## src/hw/rtl/mops_pkg.sv

```systemverilog
// package for the most-overdue poll scheduler: item types, codes and constants
// no dependencies; used by mops_cell and most_overdue_poll_scheduler
`default_nettype none

package mops_pkg;

  localparam int NODE_COUNT = 16;
  localparam int MY_W    = 16;
  localparam int CFG_IDX_W  = 2;
  localparam int CFG_DATA_W = 32;
  localparam int IVL_MS_W   = 26;

  localparam logic [31:0] TIMEOUT_RST = 32'd2000;
  localparam logic [IVL_MS_W-1:0] MS_PER_S = IVL_MS_W'(1000);

  localparam logic [CFG_IDX_W-1:0] CFG_REPLY_TIMEOUT = 2'd0;
  localparam logic [CFG_IDX_W-1:0] CFG_BENCH_MASK    = 2'd1;

  typedef enum logic [1:0] {
    MODE_TICK   = 2'd0,
    MODE_SENT   = 2'd1,
    MODE_RETIME = 2'd2,
    MODE_HEARD  = 2'd3
  } mode_e;

  typedef enum logic [1:0] {
    ACT_NONE   = 2'd0,
    ACT_POLL   = 2'd1,
    ACT_MISSED = 2'd2
  } action_e;

  typedef enum logic [1:0] {
    CMD_NONE   = 2'd0,
    CMD_SENT   = 2'd1,
    CMD_RETIME = 2'd2,
    CMD_HEARD  = 2'd3
  } cmd_e;

  typedef enum logic [2:0] {
    S_IDLE,
    S_PREP,
    S_APPLY,
    S_SCAN,
    S_DONE
  } state_e;

  typedef struct packed {
    mode_e       mode;
    logic [3:0]  node_index;
    logic [15:0] poll_sec;
    logic [31:0] now_ms;
    logic        start_ok;
  } in_t;

  typedef struct packed {
    action_e     action;
    logic [3:0]  chosen_node;
    logic        answer_valid;
    logic [31:0] rtt_ms;
    logic [31:0] sent_count;
    logic [31:0] missed_count;
    logic [31:0] answered_count;
  } out_t;

  // broadcast to every row cell
  typedef struct packed {
    cmd_e                op;
    logic [31:0]         now;
    logic [IVL_MS_W-1:0] ivl_ms;
  } cmd_t;

  // best-so-far carried down the chain
  typedef struct packed {
    logic        vld;
    logic        found;
    logic [31:0] late;
  } scan_t;

endpackage

`default_nettype wire

```

## src/hw/rtl/mops_cell.sv

```systemverilog
// one row cell: due time, sent time, heard flag, and one stage of the scan chain
// depends on mops_pkg
`default_nettype none

module mops_cell #(
  parameter int IdxW    = 4,
  parameter int CellIdx = 0
) (
  input  wire                    clk_i,
  input  wire                    rst_ni,
  input  wire                    my_i,
  input  wire                    sel_i,
  input  mops_pkg::cmd_t         cmd_i,
  input  mops_pkg::scan_t        scan_i,
  input  wire  [IdxW-1:0]        idx_i,
  output mops_pkg::scan_t        scan_o,
  output logic [IdxW-1:0]        idx_o
);
  import mops_pkg::*;

  logic [31:0] due_q, due_d;
  logic [31:0] sent_q, sent_d;
  logic        due_vld_q, due_vld_d;
  logic        heard_q, heard_d;
  logic        enrolled;
  logic [31:0] diff;
  logic [31:0] late;
  logic        cand;
  logic        take;
  scan_t       scan_q, scan_d;
  logic [IdxW-1:0] idx_q, idx_d;

  assign enrolled = !my_i || heard_q;

  always_comb begin
    due_d     = due_q;
    sent_d    = sent_q;
    due_vld_d = due_vld_q;
    heard_d   = heard_q;
    if (sel_i) begin
      case (cmd_i.op)
        CMD_SENT: begin
          due_d     = cmd_i.now + {{(32-IVL_MS_W){1'b0}}, cmd_i.ivl_ms};
          sent_d    = cmd_i.now;
          due_vld_d = 1'b1;
        end
        CMD_RETIME: begin
          if (due_vld_q) begin
            due_d = sent_q + {{(32-IVL_MS_W){1'b0}}, cmd_i.ivl_ms};
          end
        end
        CMD_HEARD: begin
          heard_d = 1'b1;
          if (!enrolled) begin
            due_vld_d = 1'b0;
          end
        end
        default: ;
      endcase
    end
  end

  // lateness against the current time; never-polled rows rank highest
  assign diff = cmd_i.now - due_q;
  assign cand = enrolled && (!due_vld_q || !diff[31]);
  assign late = due_vld_q ? diff : 32'hFFFF_FFFF;
  assign take = scan_i.vld && cand && (!scan_i.found || (late > scan_i.late));

  always_comb begin
    scan_d = scan_i;
    idx_d  = idx_i;
    if (take) begin
      scan_d.found = 1'b1;
      scan_d.late  = late;
      idx_d        = IdxW'(CellIdx);
    end
  end

  always_ff @(posedge clk_i or negedge rst_ni) begin
    if (!rst_ni) begin
      due_vld_q <= 1'b0;
      heard_q   <= 1'b0;
      scan_q    <= '0;
    end else begin
      due_vld_q <= due_vld_d;
      heard_q   <= heard_d;
      scan_q    <= scan_d;
    end
  end

  always_ff @(posedge clk_i) begin
    due_q  <= due_d;
    sent_q <= sent_d;
    idx_q  <= idx_d;
  end

  assign scan_o = scan_q;
  assign idx_o  = idx_q;

endmodule

`default_nettype wire

```

## config.mk

```make
export PLATFORM = sky130hd
export DESIGN_NAME = mops_cell
export DESIGN_NICKNAME = d
export VERILOG_FILES = /design/src/hw/rtl/mops_pkg.sv /design/src/hw/rtl/mops_cell.sv
export SDC_FILE = /design/constraint.sdc
export NUM_CORES = 1
export LEC_CHECK = 0
export BUFFER_PORTS_ARGS = -buffer_cell sky130_fd_sc_hd__buf_4
export CAP_MARGIN = 20
export CELL_PAD_IN_SITES_DETAIL_PLACEMENT = 0
export CELL_PAD_IN_SITES_GLOBAL_PLACEMENT = 1
export CORE_AREA = 2 2 167 169
export CTS_BUF_LIST = sky130_fd_sc_hd__clkbuf_8
export DETAILED_ROUTE_END_ITERATION = 8
export DIE_AREA = 0 0 169 171
export PLACE_DENSITY = 0.68
export SLEW_MARGIN = 20
export SYNTH_ARGS = -nofsm -noshare
export SYNTH_HDL_FRONTEND = slang
export SYNTH_SLANG_ARGS = --single-unit
```

## constraint.sdc

```tcl
create_clock -name clk_i -period 7.99 [get_ports clk_i]
set_input_delay 0 -clock clk_i [delete_from_list [all_inputs] [get_ports clk_i]]
set_output_delay 0 -clock clk_i [all_outputs]
set_load 0.01 [all_outputs]
```

==> run_results.csv <==
group,metric,value,unit
status,status,"finished clean",
sta,period_needed,5872,ps
worst_hold_path,hp-class,"in -> reg",
final_layout,drive_gt1_share,22.55,%
critical_path,crit_fanout,27,
critical_path,max_stage_delay,750,ps
global_routing,grt_pass1_wl,32310,µm
clock_tree,cts_buffer_depth,2,
clock_tree,post_cts.repair.setup_buffers,0,
sta,hold_viol_final,0,
final_layout,area_growth,29.99,%
critical_path,rr_worst_depth,19,
sta,tns,0,ps
final_layout,diodes,0,
routing,first_pass_iters,4,
critical_path,arrival,6140,ps
critical_path,r2r-start,"due_q[10]",
placement,dp_cells,1273,
sta,clock_skew,12.11,ps
power,peakVddDrop,0.07063,mV
final_layout,final_cell_mix,"buf_4 (144), ha_1 (89), inv_1 (83), dlygate4sd3_1 (77), nand2_1 (66)",
sta,max_slew_margin,43.84,%
flow_run,cap_violations,0,
power,p_leak,4.731,nW
clock_tree,cts.sinks,104,
yosys,yosysUniqueCellTypes,61,
routing,routed_wl,20520,µm
critical_path,r2r-end,"scan_o[1]",
final_layout,fin_nets,1208,
yosys,synth_cells,803,
critical_path,cp-start-kind,"flop",
clock_tree,cts_buffers,9,
global_routing,grt_use_total,14.19,%
die,dieWidth,169,µm
critical_path,path_depth,19,
die,rows,61,
critical_path,crit_path_end_kind,"flop",
yosys,synth_edf_count,64,
placement,routabilityCongestion,0.8434,
yosys,syn_avg_cell_area,9.960,µm²
global_routing,grt-ovfl-total,0,
critical_path,crit_end,"scan_o[1]",
clock_tree,clk_pin_slew,90,ps
routing,via_per_inst,4.633,
sta,rsz0062_at_grt,"false",
yosys,synth_area,0.007998,mm²
routing,vias,6329,
sta,final_max_slew_viol_count,0,
sta,fin_crit_sh,73.49,%
critical_path,startpoint,"due_q[10]",
critical_path,cp.required,8260,ps
placement,dp_hpwl,16100,µm
clock_tree,cts_tree,"done",
routing,ant_nets,0,
critical_path,crit_family,"compound AO/OA/AOI/OAI gates",
die,die_y,171,µm
power,power_density,169.0,mW/mm²
yosys,yosysSeqAreaShare,36.30,%
global_routing,grt_max_degree,38,
final_layout,final_common_cell,"buf_4",
global_routing,grt_pass1_vias,6141,
clock_tree,cts_max_level,3,
yosys,syn_nets,996,
sta,tightestPinTransition,842.4,ps
sta,setup_viol,0,
yosys,ys_seq_elements,104,
clock_tree,clkLatencyLatePin,380,ps
yosys,synth_ff_type,"edfxtp_1",
routing,drc,0,
yosys,ys_warn_count,0,
critical_path,worstSetupPathType,"reg -> reg",
routing,drtIter0Drc,346,
die,dieArea,0.02890,mm²
die,fp.coreArea,0.02732,mm²
die,initial_utilization,29.27,%
final_layout,final_cells,1366,
critical_path,timing.reg2reg.setup_slack,2120,ps
critical_path,worstPathCellList,"inv_1, ha_1, a21oi_1, nand2_1, a221oi_2, o21ai_2, a31o_4, a31o_2, a21boi_0, mux2_2, ha_1, nand4_1, or2_2, or3_1, nor4_1, nor4_1, a2111oi_4, buf_4, mux2_2",
yosys,ys_async_sr_fraction,34.62,%
critical_path,worst_path_max_delay_cell,"a2111oi_4",
global_routing,antenna_found_initial,0,
routing,detail_route.wl_per_cell,15.02,µm
die,ios,140,
clock_tree,cts_root_buf,"clkbuf_8",
placement,portBuffers,139,
critical_path,cp_num_buf_inv,2,
sta,fmax,170.3,MHz
[through the flow]
step	setup WS (ps)	hold WS (ps)	util, %	instance area (µm²)	total power [mW]
after global placement	2206	-3.570	34.47	9419	1.387
final	2118	115.9	38.05	10400	1.757
after global routing	1757	120.9	38.05	10400	1.886
after detailed placement	2100	-0.8309	34.47	9419	1.389
after CTS	2032	90.18	38.05	10400	1.780
after floorplan	3146	-295.6	-	7998	1.164
[worst min-delay path: stages]
cell and delay [ps]:
buf_4 80, ha_1 190, xnor2_1 120
[how the worst min path moves through the flow]
stage,from,to,slack (ps),cells after the start
global route,cmd_i[2],due_q[2],120,3
detailed placement,rst_ni,scan_o[2],-0.8,1
floorplan,rst_ni,due_vld_q,-300,0
CTS,cmd_i[9],due_q[9],90,3
finish,cmd_i[9],due_q[9],120,3
global placement,rst_ni,scan_o[2],-4,1
[synthesized netlist by cell type, types with 10 or more instances]
library cell	instances	share of area (%)
a21o_1	34	3.2
a21oi_1	59	3.7
clkbuf_1	16	0.75
dfrtp_1	36	11
edfxtp_1	64	24
ha_1	89	14
inv_1	80	3.8
mux2_2	33	4.6
mux2_4	20	3.8
nand2_1	66	3.1
nand2b_1	13	1.0
nand3_1	10	0.63
nand4_1	16	1.3
nor2_1	38	1.8
nor2b_1	16	1.3
o21a_1	10	0.94
o21ai_0	30	1.9
xnor2_1	31	3.4
xor2_1	22	2.4
[cell type report]
type,instances,area [µm²]
Fill cell,2751,16930
Sequential cell,104,2903
Multi-Input combinational cell,599,4702
Timing Repair Buffer,221,1852
Clock buffer,9,123.9
Tap cell,346,432.9
Inverter,80,300.3
Clock inverter,7,82.58
[routing by layer]
metal,vias up,share of wire [%],track usage (%)
met4,0,1.6,3.865
met2,118,45,22.92
li1,3325,-,-
met1,2868,50,19.63
met3,18,3.7,2.429
met5,-,0,0
[repair_timing]
item / in CTS / in global routing
hold endpoints to repair: 110 / 0
gates resized for setup: 0 / 0
hold buffers: 77 / 0
[sequential cells by signal (all words and copies together) (netlist names)]
register,count
due_q,32
sent_q,32
due_vld_q,1
scan_o,34
idx_o,4
heard_q,1
[logic make-up after synthesis]
logic type,Yosys count,share of synthesized area [%]
adders and majority gates,91,14.42
buffers and inverters,100,5.069
muxes,66,10.11
DFF,104,36.30
xor gates and xnor gates,54,6.007
and+or+nand+nor,198,12.12
AOI/OAI and AO/OA,190,15.97
[power by group]
group	switching, mW	internal, mW	leakage [nW]	total, mW
registers	0.0169	0.639	1.04	0.656
logic	0.382	0.366	3.58	0.748
clock network	0.180	0.172	0.111	0.353
total	0.579	1.18	4.73	1.76
(Power assumes the default switching activity.)
